`config.mk`:
```
export PLATFORM = sky130hd
export DESIGN_NAME = bezier_path_follower_core
export DESIGN_NICKNAME = d
export VERILOG_FILES = /design/src/bpf_pkg.sv /design/src/bezier_path_follower_core.sv /design/src/bpf_lerp.sv
export SDC_FILE = /design/constraint.sdc
export NUM_CORES = 2
export LEC_CHECK = 0
export BUFFER_PORTS_ARGS = -buffer_cell sky130_fd_sc_hd__buf_2
export CORE_AREA = 3 3 469 471
export CTS_CLUSTER_SIZE = 40
export DETAILED_ROUTE_END_ITERATION = 8
export DIE_AREA = 0 0 472 474
export GPL_TIMING_DRIVEN = 0
export MAX_ROUTING_LAYER = met4
export PLACE_DENSITY_LB_ADDON = 0.08
export SLEW_MARGIN = 20
export SYNTH_ARGS = -nofsm -noshare
export SYNTH_HDL_FRONTEND = slang
export SYNTH_SLANG_ARGS = --single-unit
export TNS_END_PERCENT = 50
```
`constraint.sdc`:
```
create_clock -name clk_i -period 9.9 [get_ports clk_i]
set_input_delay 1.98 -clock clk_i [delete_from_list [all_inputs] [get_ports clk_i]]
set_output_delay 1.98 -clock clk_i [all_outputs]
set_load 0.05 [all_outputs]
```
`src/bpf_pkg.sv`:
```
// bpf_pkg: shared types and constants for the bezier path follower
// no dependencies; imported by bpf_lerp and bezier_path_follower_core
package bpf_pkg;

  localparam int unsigned SEG_W    = 5;
  localparam int unsigned PHASE_W  = 16;
  localparam int unsigned HANDLE_W = 16;
  localparam int unsigned NPTS_W   = 5;
  localparam int unsigned IDX_W    = 4;
  localparam int unsigned MOD_K_W  = 3;
  localparam int unsigned STEP_W   = 3;

  localparam logic [NPTS_W-1:0]   NPTS_RESET   = NPTS_W'(2);
  localparam logic [HANDLE_W-1:0] HANDLE_RESET = HANDLE_W'(10240);
  localparam logic [MOD_K_W-1:0]  MOD_K_FIRST  = MOD_K_W'(SEG_W - 1);
  localparam logic [STEP_W-1:0]   STEP_LAST    = STEP_W'(5);

  localparam logic CMD_WRITE = 1'b0;
  localparam logic CMD_TICK  = 1'b1;

  localparam logic CFG_IDX_POINTS = 1'b0;
  localparam logic CFG_IDX_HANDLE = 1'b1;

  typedef enum logic [2:0] {
    ST_IDLE,
    ST_MOD,
    ST_RD0,
    ST_RD1,
    ST_LOAD,
    ST_MUL,
    ST_ADD,
    ST_DONE
  } state_e;

endpackage

```
`src/bezier_path_follower_core.sv`:
```
// bezier_path_follower_core: cubic bezier path follower over stored 2d points
// uses bpf_pkg and bpf_lerp; points live in two synchronous memories
// a tick is accepted in ST_IDLE, runs 5 remainder steps, reads in RD0/RD1/LOAD,
//   6 lerps on a per-axis multiplier (ST_MUL then ST_ADD each) and ST_DONE; no write or
//   tick is accepted until it ends, and a stalled output holds it in ST_DONE
// reset: time, segment, config and control registers cleared to defaults, point memories and datapath undefined
module bezier_path_follower_core import bpf_pkg::*; #(
  parameter int unsigned MAX_POINTS = 16,
  parameter int unsigned COORD_BITS = 24
) (
  input  logic                          clk_i,
  input  logic                          rst_ni,
  input  logic                          cfg_valid_i,
  output logic                          cfg_ready_o,
  input  logic                          cfg_index_i,
  input  logic        [HANDLE_W-1:0]    cfg_data_i,
  input  logic                          in_valid_i,
  output logic                          in_stall_o,
  input  logic                          command_i,
  input  logic        [IDX_W-1:0]       point_index_i,
  input  logic signed [COORD_BITS-1:0]  point_x_i,
  input  logic signed [COORD_BITS-1:0]  point_y_i,
  input  logic        [PHASE_W-1:0]     tick_delta_i,
  output logic                          out_valid_o,
  input  logic                          out_stall_i,
  output logic signed [COORD_BITS-1:0]  pos_x_o,
  output logic signed [COORD_BITS-1:0]  pos_y_o,
  output logic        [IDX_W-1:0]       segment_index_o,
  output logic        [PHASE_W-1:0]     phase_o
);

  localparam int unsigned AW = (MAX_POINTS > 1) ? $clog2(MAX_POINTS) : 1;
  localparam int unsigned VW = ((COORD_BITS > HANDLE_W + 1) ? COORD_BITS : HANDLE_W + 1) + 2;
  localparam logic signed [VW-1:0] SAT_HI = VW'((64'sd1 <<< (COORD_BITS - 1)) - 64'sd1);
  localparam logic signed [VW-1:0] SAT_LO = -SAT_HI - VW'(1);

  state_e state_q, state_d;

  logic [NPTS_W-1:0]   npts_q;
  logic [HANDLE_W-1:0] handle_q;
  logic [SEG_W-1:0]    seg_q;
  logic [PHASE_W-1:0]  phase_q;
  logic [MOD_K_W-1:0]  mod_k_q;
  logic [STEP_W-1:0]   step_q;

  logic signed [COORD_BITS-1:0] mem_x [MAX_POINTS];
  logic signed [COORD_BITS-1:0] mem_y [MAX_POINTS];
  logic signed [COORD_BITS-1:0] rd_x_q, rd_y_q;
  logic [AW-1:0] rd_addr, wr_addr;
  logic          wr_en;

  logic signed [VW-1:0] cx_q [4];
  logic signed [VW-1:0] cy_q [4];
  logic signed [VW-1:0] res_x, res_y;
  logic signed [VW-1:0] hv, px, py;

  logic                  out_valid_q;
  logic signed [COORD_BITS-1:0] pos_x_q, pos_y_q;
  logic [IDX_W-1:0]      seg_out_q;
  logic [PHASE_W-1:0]    phase_out_q;

  logic                in_acc, out_take, out_load, mul_en;
  logic [SEG_W-1:0]    n_eff, segs, seg_nx;
  logic [2*SEG_W-1:0]  dvs;
  logic [PHASE_W:0]    sum;

  // config port
  assign cfg_ready_o = 1'b1;

  always_ff @(posedge clk_i or negedge rst_ni) begin
    if (!rst_ni) begin
      npts_q   <= NPTS_RESET;
      handle_q <= HANDLE_RESET;
    end else if (cfg_valid_i) begin
      unique case (cfg_index_i)
        CFG_IDX_POINTS: npts_q   <= cfg_data_i[NPTS_W-1:0];
        CFG_IDX_HANDLE: handle_q <= cfg_data_i;
        default: ;
      endcase
    end
  end

  always_comb begin
    if (npts_q < NPTS_W'(2)) begin
      n_eff = SEG_W'(2);
    end else if (32'(npts_q) > MAX_POINTS) begin
      n_eff = SEG_W'(MAX_POINTS);
    end else begin
      n_eff = SEG_W'(npts_q);
    end
  end

  assign segs   = n_eff - SEG_W'(1);
  assign seg_nx = seg_q + SEG_W'(1);
  assign dvs    = (2*SEG_W)'(segs) << mod_k_q;
  assign sum    = (PHASE_W+1)'(phase_q) + (PHASE_W+1)'(tick_delta_i);

  assign in_acc   = in_valid_i && !in_stall_o;
  assign out_take = out_valid_q && !out_stall_i;

  // point memories
  assign wr_en   = in_acc && (command_i == CMD_WRITE) && (32'(point_index_i) < MAX_POINTS);
  assign wr_addr = AW'(point_index_i);

  always_ff @(posedge clk_i) begin
    if (wr_en) begin
      mem_x[wr_addr] <= point_x_i;
      mem_y[wr_addr] <= point_y_i;
    end
  end

  always_ff @(posedge clk_i) begin
    rd_x_q <= mem_x[rd_addr];
    rd_y_q <= mem_y[rd_addr];
  end

  // next state
  always_comb begin
    state_d = state_q;
    unique case (state_q)
      ST_IDLE: if (in_acc && command_i == CMD_TICK) state_d = ST_MOD;
      ST_MOD:  if (mod_k_q == '0) state_d = ST_RD0;
      ST_RD0:  state_d = ST_RD1;
      ST_RD1:  state_d = ST_LOAD;
      ST_LOAD: state_d = ST_MUL;
      ST_MUL:  state_d = ST_ADD;
      ST_ADD:  state_d = (step_q == STEP_LAST) ? ST_DONE : ST_MUL;
      ST_DONE: if (!out_valid_q || !out_stall_i) state_d = ST_IDLE;
      default: state_d = ST_IDLE;
    endcase
  end

  // state outputs
  always_comb begin
    in_stall_o = 1'b1;
    rd_addr    = AW'(seg_q);
    mul_en     = 1'b0;
    out_load   = 1'b0;
    unique case (state_q)
      ST_IDLE: in_stall_o = 1'b0;
      ST_RD0:  rd_addr = AW'(seg_q);
      ST_RD1:  rd_addr = AW'(seg_nx);
      ST_MUL:  mul_en = 1'b1;
      ST_DONE: out_load = !out_valid_q || !out_stall_i;
      default: ;
    endcase
  end

  always_ff @(posedge clk_i or negedge rst_ni) begin
    if (!rst_ni) begin
      state_q <= ST_IDLE;
      seg_q   <= '0;
      phase_q <= '0;
      mod_k_q <= '0;
      step_q  <= '0;
    end else begin
      state_q <= state_d;
      unique case (state_q)
        ST_IDLE: begin
          if (in_acc && command_i == CMD_TICK) begin
            phase_q <= sum[PHASE_W-1:0];
            seg_q   <= seg_q + SEG_W'(sum[PHASE_W]);
            mod_k_q <= MOD_K_FIRST;
          end
        end
        ST_MOD: begin
          if ((2*SEG_W)'(seg_q) >= dvs) begin
            seg_q <= seg_q - SEG_W'(dvs);
          end
          mod_k_q <= mod_k_q - MOD_K_W'(1);
        end
        ST_LOAD: step_q <= '0;
        ST_ADD:  step_q <= step_q + STEP_W'(1);
        default: ;
      endcase
    end
  end

  // control points and in-place de casteljau reduction
  assign hv = VW'(signed'({1'b0, handle_q}));
  assign px = VW'(rd_x_q);
  assign py = VW'(rd_y_q);

  always_ff @(posedge clk_i) begin
    unique case (state_q)
      ST_RD1: begin
        // rd data holds the segment start point
        cx_q[0] <= px;
        cx_q[1] <= px + hv;
        cy_q[0] <= py;
        cy_q[1] <= py;
      end
      ST_LOAD: begin
        cx_q[2] <= px - hv;
        cx_q[3] <= px;
        cy_q[2] <= py;
        cy_q[3] <= py;
      end
      ST_ADD: begin
        unique case (step_q)
          3'd0, 3'd1: begin
            cx_q[0] <= cx_q[1];
            cx_q[1] <= cx_q[2];
            cx_q[2] <= cx_q[3];
            cx_q[3] <= res_x;
            cy_q[0] <= cy_q[1];
            cy_q[1] <= cy_q[2];
            cy_q[2] <= cy_q[3];
            cy_q[3] <= res_y;
          end
          3'd2: begin
            cx_q[0] <= cx_q[2];
            cx_q[1] <= cx_q[3];
            cx_q[2] <= res_x;
            cy_q[0] <= cy_q[2];
            cy_q[1] <= cy_q[3];
            cy_q[2] <= res_y;
          end
          3'd3: begin
            cx_q[0] <= cx_q[1];
            cx_q[1] <= cx_q[2];
            cx_q[2] <= res_x;
            cy_q[0] <= cy_q[1];
            cy_q[1] <= cy_q[2];
            cy_q[2] <= res_y;
          end
          3'd4: begin
            cx_q[0] <= cx_q[2];
            cx_q[1] <= res_x;
            cy_q[0] <= cy_q[2];
            cy_q[1] <= res_y;
          end
          3'd5: begin
            cx_q[0] <= res_x;
            cy_q[0] <= res_y;
          end
          default: ;
        endcase
      end
      default: ;
    endcase
  end

  bpf_lerp #(.VW(VW)) u_lerp_x (
    .clk_i    (clk_i),
    .mul_en_i (mul_en),
    .a_i      (cx_q[0]),
    .b_i      (cx_q[1]),
    .t_i      (phase_q),
    .res_o    (res_x)
  );

  bpf_lerp #(.VW(VW)) u_lerp_y (
    .clk_i    (clk_i),
    .mul_en_i (mul_en),
    .a_i      (cy_q[0]),
    .b_i      (cy_q[1]),
    .t_i      (phase_q),
    .res_o    (res_y)
  );

  // output register with saturation
  always_ff @(posedge clk_i or negedge rst_ni) begin
    if (!rst_ni) begin
      out_valid_q <= 1'b0;
    end else if (out_load) begin
      out_valid_q <= 1'b1;
    end else if (out_take) begin
      out_valid_q <= 1'b0;
    end
  end

  always_ff @(posedge clk_i) begin
    if (out_load) begin
      priority if (cx_q[0] > SAT_HI) begin
        pos_x_q <= COORD_BITS'(SAT_HI);
      end else if (cx_q[0] < SAT_LO) begin
        pos_x_q <= COORD_BITS'(SAT_LO);
      end else begin
        pos_x_q <= COORD_BITS'(cx_q[0]);
      end
      priority if (cy_q[0] > SAT_HI) begin
        pos_y_q <= COORD_BITS'(SAT_HI);
      end else if (cy_q[0] < SAT_LO) begin
        pos_y_q <= COORD_BITS'(SAT_LO);
      end else begin
        pos_y_q <= COORD_BITS'(cy_q[0]);
      end
      seg_out_q   <= seg_q[IDX_W-1:0];
      phase_out_q <= phase_q;
    end
  end

  assign out_valid_o     = out_valid_q;
  assign pos_x_o         = pos_x_q;
  assign pos_y_o         = pos_y_q;
  assign segment_index_o = seg_out_q;
  assign phase_o         = phase_out_q;

endmodule

```
`src/bpf_lerp.sv`:
```
// bpf_lerp: one fixed point lerp a + round((b - a) * t / 2^16)
// registered product, then rounding add; uses bpf_pkg
module bpf_lerp import bpf_pkg::*; #(
  parameter int unsigned VW = 26
) (
  input  logic                       clk_i,
  input  logic                       mul_en_i,
  input  logic signed [VW-1:0]       a_i,
  input  logic signed [VW-1:0]       b_i,
  input  logic        [PHASE_W-1:0]  t_i,
  output logic signed [VW-1:0]       res_o
);

  localparam int unsigned DW = VW + 1;
  localparam int unsigned PW = DW + PHASE_W + 1;

  logic signed [DW-1:0]      diff;
  logic signed [PHASE_W:0]   t_s;
  logic signed [PW-1:0]      prod_d;
  logic signed [PW-1:0]      prod_q;
  logic signed [VW-1:0]      a_q;
  logic signed [PW-1:0]      rnd;

  assign diff   = DW'(b_i) - DW'(a_i);
  assign t_s    = signed'({1'b0, t_i});
  assign prod_d = PW'(diff) * PW'(t_s);

  always_ff @(posedge clk_i) begin
    if (mul_en_i) begin
      prod_q <= prod_d;
      a_q    <= a_i;
    end
  end

  assign rnd   = (prod_q + PW'(33'sd32768)) >>> PHASE_W;
  assign res_o = a_q + VW'(rnd);

endmodule
```
* Yosys cells after proc, flatten, opt, wreduce, memory -nomap -nowiden
Memory sizes are Yosys's and may differ from the RTL's. A register that Yosys moved wholly into a read port is not among the register bits.
Index checks and enable logic that the tools add are counted.
** Operators by class
- Reductions and logical operators :: 20
- Order comparisons :: 7
- Mux-type cells :: 68
- $mul :: 2
- Bitwise logic cells :: 28
- Shift operators :: 1
- Eq/ne operators :: 16
- Add/sub/neg operators :: 15
** Operator list (count)
- 26-bit two-way mux :: 26
- 42-bit by 17-bit adder with 42-bit output (second input constant) :: 2
- 27-bit by 17-bit multiplier with 42-bit output :: 2
- 26-bit by 26-bit subtractor with 27-bit output :: 2
- 26-bit adder :: 2
- 26-bit by 24-bit greater-than comparator with 1-bit output (second input constant) :: 2
- 26-bit by 24-bit less-than comparator with 1-bit output (second input constant) :: 2
- 24-bit two-way mux :: 2
- 1-bit two-way mux :: 26
- 1-bit bitwise OR :: 26
- 24-bit by 17-bit adder with 25-bit output :: 1
- 24-bit by 17-bit subtractor with 25-bit output :: 1
- 3-bit one-hot mux with 8 select lines :: 1
- 5-bit two-way mux :: 4
- 3-bit equality test (second input constant) :: 6
- 16-bit by 16-bit adder with 17-bit output :: 1
- 3-bit by 2-bit equality test with 1-bit output (second input constant) :: 4
- 3-bit two-way mux :: 4
- 3-bit one-hot mux with 2 select lines :: 2
- 5-bit by 10-bit greater-or-equal comparator with 1-bit output :: 1
- 5-bit one-hot mux with 2 select lines :: 1
- 5-bit by 3-bit << shifter with 10-bit output :: 1
- 3-bit logical NOT :: 3
- 2-bit AND reduction :: 4
- other kinds (20) :: 31
** Word-level totals
- Word-level logic and storage cells :: 177
- Output and inout port bits :: 71
- Memory bits (writable) :: 976
- Input port bits :: 91
- Bits in registers :: 256
- Memories :: 4
** Memories
- mem_x :: words 16, bits a word 24, read ports 1, clocked after Yosys merged registers in 1, write ports 1, RTL line bezier_path_follower_core.sv:46 : logic signed [COORD_BITS-1:0] mem_x [MAX_POINTS];
- mem_y :: words 16, bits a word 24, read ports 1, clocked after Yosys merged registers in 1, write ports 1, RTL line bezier_path_follower_core.sv:47 : logic signed [COORD_BITS-1:0] mem_y [MAX_POINTS];
- cx_q :: words 4, bits a word 26, read ports 4, clocked after Yosys merged registers in 0, write ports 4, RTL line bezier_path_follower_core.sv:52 : logic signed [VW-1:0] cx_q [4];
- cy_q :: words 4, bits a word 26, read ports 4, clocked after Yosys merged registers in 0, write ports 4, RTL line bezier_path_follower_core.sv:53 : logic signed [VW-1:0] cy_q [4];

* Longest topological paths before layout
- Depth after elaboration :: 10
- Depth in mapped cells :: 37
- Gate-level depth less buffers :: 37

* By module
From an unflattened synthesis, not the netlist that was laid out.
** Unflattened totals
- Cells, all modules :: 7367
- Area, all modules :: 86803.3 µm²
** By module, submodules not included
- bezier_path_follower_core :: area each 48365.1 µm², instances 1, seq. area each 33616.0 µm², cells each 3117
- bpf_lerp (u_lerp_y) :: area each 19508.7 µm², instances 1, seq. area each 1591.5 µm², cells each 2166
- bpf_lerp (u_lerp_x) :: area each 18929.4 µm², instances 1, seq. area each 1591.5 µm², cells each 2084

* Worst setup path before layout
OpenSTA, ideal clock, no wires.
- Kind :: register to register
- Start :: memory cy_q[1][0]
- End :: register u_lerp_y.prod_q[41] (data pin)
- Path buffers :: 1
- Data arrival time :: 8.517 ns
- Data required time :: 9.640 ns
- Path slack :: 1.123 ns
- Setup time :: 0.260 ns
- Stages on the path, launching flop included :: 38
- Clock period less this slack :: 8.777 ns
- Cell sequence :: edfxtp_1 > inv_1 > ha_1 > inv_1 > fa_1 > a21oi_1 > nand4b_1 > a31oi_1 > a31o_2 > a32oi_2 > a21oi_1 > or4_1 > a31o_2 > a21oi_2 > xnor2_1 > buf_6 > nand2_1 > fa_1 > (+2 left out) > fa_1 > fa_1 > fa_1 > inv_1 > fa_1 > inv_1 > ha_1 > a21oi_1 > nor2b_1 > o21ai_0 > nand2_1 > or2_2 > nand4bb_1 > and3_1 > o41a_1 > a21o_1 > a21oi_1 > xnor2_1
** RTL lines
- from (decl) :: RTL line bezier_path_follower_core.sv:53
- to (signal assigned) :: RTL line bpf_lerp.sv:30 : prod_q <= prod_d;
- to (decl) :: RTL line bpf_lerp.sv:20 : logic signed [PW-1:0] prod_q;

==> summary.txt <==
Filler cell count - 20040
Sequential share of the synthesized area - 0.4261
Most used cells in the layout excluding fill and tap cells - sky130_fd_sc_hd__edfxtp_1 (1150), sky130_fd_sc_hd__inv_1 (1082), sky130_fd_sc_hd__nand2_1 (852)
Area of the die - 223700 µm²
Synthesized net count - 8548
Required time at the endpoint of the critical path - 10.50 ns
Worst slew margin relative to its limit - 0.1571
First-pass iteration count of the detailed router - 5
X dimension of the die - 472 µm
Aggregate global-route resource usage - 0.2714
Met1 WL - 122.0 mm
Most prevalent standard cell on the critical path - sky130_fd_sc_hd__fa_1
I/O pin count - 162
Antenna Nets Post-Route - 0
Endpoints failing setup - 0
Wire length on met3 - 14.15 mm
Post-placement cell area - 92660 µm²
FP Rows - 171
Clock Path Buffers - 3
Aggregate routed wire length - 291.9 mm
Topmost layer with routed signal wires - met4
Number of global-route vias before repair - 60310
Global-route wire length before repair - 425.5 mm
Number of max-capacitance violations reported - 0
CTS Buf Count - 144
DRC violation total after the first TritonRoute iteration - 4770
DRC violations left - 0
Number of max-slew violations in the final report - 0
Final-stage net count - 8969
Flip-flop and latch count after synthesis - 1250
Synth Flop Type - sky130_fd_sc_hd__edfxtp_1
Run status - complete, no violations
Syn Std Cell Area - 86350 µm²
Routed length per instance - 27.30 µm
CTS tree - yes
Height of the die - 474 µm
Cell taking the most area after synthesis - sky130_fd_sc_hd__edfxtp_1
Port Buf Inserts - 160
Area of all placed cells without fillers - 98370 µm²
Fraction of synthesis flops using an asynchronous set or reset pin - 0.04160
Number of warning messages in the yosys log - 0
Largest net degree at the start of global routing - 46
Antenna violations before repair - 28
Class of the tightest hold or removal check - reg2reg
RSZ-0062 raised after global routing - yes
Met2 WL post-DR - 143.6 mm
Synthesized area divided by synthesized cell count - 11.88 µm²
Sum of net half-perimeters after detailed placement - 227.2 mm
Crit end category - flip-flop
Cell count after synthesis - 7269
Number of standard cells in the final layout excluding fillers - 10690
Top cell type's share of synthesized area - 0.3999
Clock latency at the later pin of the worst-skew pair - 0.86 ns
Via-per-instance ratio - 5.377
CTS root buffer - sky130_fd_sc_hd__clkbuf_16
Global placer's final weighted congestion - 0.9669
Fmax achieved - 104.0 MHz
Kind of cell adding the most delay to the critical path - adder cells
Fraction of the core area covered by cells at the end of the flow - 0.4543
Deepest level of the CTS H-tree - 4
Overall via count from detail_route - 57480
Slowest stage delay, CP - 0.59 ns
Critical-path maximum fanout - 6
Starting density of the core - 0.3988
Overflow left after global routing - 0
Standard cell with the maximum stage delay on the critical path - sky130_fd_sc_hd__fa_1
WP buf/inv - 6
Worst slew pin tran - 1.261 ns
Fraction of layout instances using a drive strength above 1 - 0.1237
Kind of critical path - reg2reg
Num Clock Sinks - 1250
Endpoints failing hold - 0
Top cells by area in the synthesized netlist - sky130_fd_sc_hd__edfxtp_1 (40%), sky130_fd_sc_hd__fa_1 (19%), sky130_fd_sc_hd__mux4_2 (6.3%)
Post-synth EDFFs - 1150
Worst EP arrival - 10.22 ns
Number of different library cells in the post-synthesis netlist - 89
Final period demand of the worst path - 9.620 ns
Layout overhead on the synthesized area - 13.91%
Critical path launch point type - flip-flop
Placed Cells incl. Taps - 10370
Fin Setup TNS - 0 ns
Clock transition at the registers of the reported paths - 0.06 ns
Area of the core - 216500 µm²
Max Clock Skew - 0.09178 ns
Post-route fraction of the period consumed by the critical path - 0.9717
Internal reg-to-reg setup slack - 0.28 ns
Leading cell type in the layout, fill and taps excluded - sky130_fd_sc_hd__edfxtp_1
==> stage by stage <==
step	hold WS (ns)	setup slack, ns
4_1_cts	0.4656	0.003471
3_3_place_gp	0.4664	-2.383
2_1_floorplan	0.4480	1.123
6_report	0.4805	0.2804
3_5_place_dp	0.4644	-1.167
5_1_grt	0.4969	-0.01132
==> area by class of cell <==
cell class	instances	area [µm²]	area share
plain buffers	343	1425	0.01449
repair buffers	275	2641	0.02685
clock buffers	200	3975	0.04041
flip-flops and latches	1250	36800	0.3741
inverters	1083	4065	0.04133
well taps	2854	3571	0.03630
diodes	24	60.06	0.0006105
clock inverters	68	832.0	0.008459
multi-input cells	4593	45000	0.4575
==> timing repair <==
| item | CTS | global route |
|---|---|---|
| setup buffers | 14 | 9 |
| hold buffers | 0 | 0 |
| endpoints found under the setup margin | 30 | 17 |
| resized for setup | 69 | 75 |
| pin swaps | 7 | 10 |
==> cells in the mapped netlist (9+ instances only) <==
master                     instances
sky130_fd_sc_hd__o211ai_1         45
sky130_fd_sc_hd__or3_1            14
sky130_fd_sc_hd__dfxtp_1          48
sky130_fd_sc_hd__nor2b_1          59
sky130_fd_sc_hd__mux2_2           31
sky130_fd_sc_hd__a221o_1          10
sky130_fd_sc_hd__a21boi_0          9
sky130_fd_sc_hd__clkbuf_1        297
sky130_fd_sc_hd__nor3_1           53
sky130_fd_sc_hd__nand3_1          95
sky130_fd_sc_hd__xnor2_1         182
sky130_fd_sc_hd__o21bai_1         20
sky130_fd_sc_hd__nor2_1          343
sky130_fd_sc_hd__o22ai_1          29
sky130_fd_sc_hd__o22a_1           38
sky130_fd_sc_hd__a21o_1           58
sky130_fd_sc_hd__o21a_1           49
sky130_fd_sc_hd__mux4_2          240
sky130_fd_sc_hd__and2_1          330
sky130_fd_sc_hd__buf_1            33
sky130_fd_sc_hd__o31ai_1          12
sky130_fd_sc_hd__ha_1            370
sky130_fd_sc_hd__o21ai_0         267
sky130_fd_sc_hd__o221ai_1         22
sky130_fd_sc_hd__nand2_1         853
sky130_fd_sc_hd__inv_1          1082
sky130_fd_sc_hd__fa_1            818
sky130_fd_sc_hd__dfrtp_1          49
sky130_fd_sc_hd__a21oi_1         213
sky130_fd_sc_hd__nand2b_1         66
sky130_fd_sc_hd__or2_2            10
sky130_fd_sc_hd__and3_1           33
sky130_fd_sc_hd__a31oi_1          47
sky130_fd_sc_hd__buf_2            10
sky130_fd_sc_hd__edfxtp_1       1150
sky130_fd_sc_hd__a211oi_1         24
sky130_fd_sc_hd__nand4_1          16
sky130_fd_sc_hd__xor2_1           87
sky130_fd_sc_hd__a221oi_1         14
sky130_fd_sc_hd__mux2i_1          17
==> state kept, by name (all words and copies together), names as in the netlist, 4 cells and up <==
name	flops
phase_o	16
segment_index_o	4
mem_y	384
seg_q	5
u_lerp_x.a_q	26
u_lerp_y.a_q	26
pos_x_o	24
handle_q	16
mem_x	384
u_lerp_x.prod_q	27
u_lerp_y.prod_q	27
rd_y_q	24
npts_q	5
cy_q	104
pos_y_o	24
phase_q	16
cx_q	104
rd_x_q	24
==> final timing paths <==
check / from / end / depth (start not counted)
max in group asynchronous: rst_ni / phase_q[11] / 2
hold / removal: phase_q[0] / phase_o[0] / 0
setup reg to reg: cy_q[1][0] / u_lerp_y.prod_q[41] / 37
setup / recovery: cy_q[1][0] / u_lerp_y.prod_q[41] / 37
min in group asynchronous: rst_ni / out_valid_o / 1
hold reg to reg: phase_q[0] / phase_o[0] / 0
==> layer usage <==
layer	GRT usage	up-vias
li1	-	25490
met1	0.3440	29860
met2	0.4481	1662
met3	0.03428	469
met4	0.1007	0
met5	-	-
==> cells by family after synthesis <==
kind of cell / count (synthesis) / synth area share
XOR/XNOR: 269 / 0.02728
AND/OR/NAND/NOR: 1904 / 0.1018
AO/OA/AOI/OAI: 943 / 0.07059
other: 1 / 0.00004343
adder cells (fa/ha/maj): 1188 / 0.2432
buffers and inverters: 1426 / 0.06230
multiplexers: 288 / 0.06861
flip-flops: 1250 / 0.4261
Power is left out: the tool's default activity adds up to more than one toggle a clock period on the data nets, which glitch-free logic cannot reach.
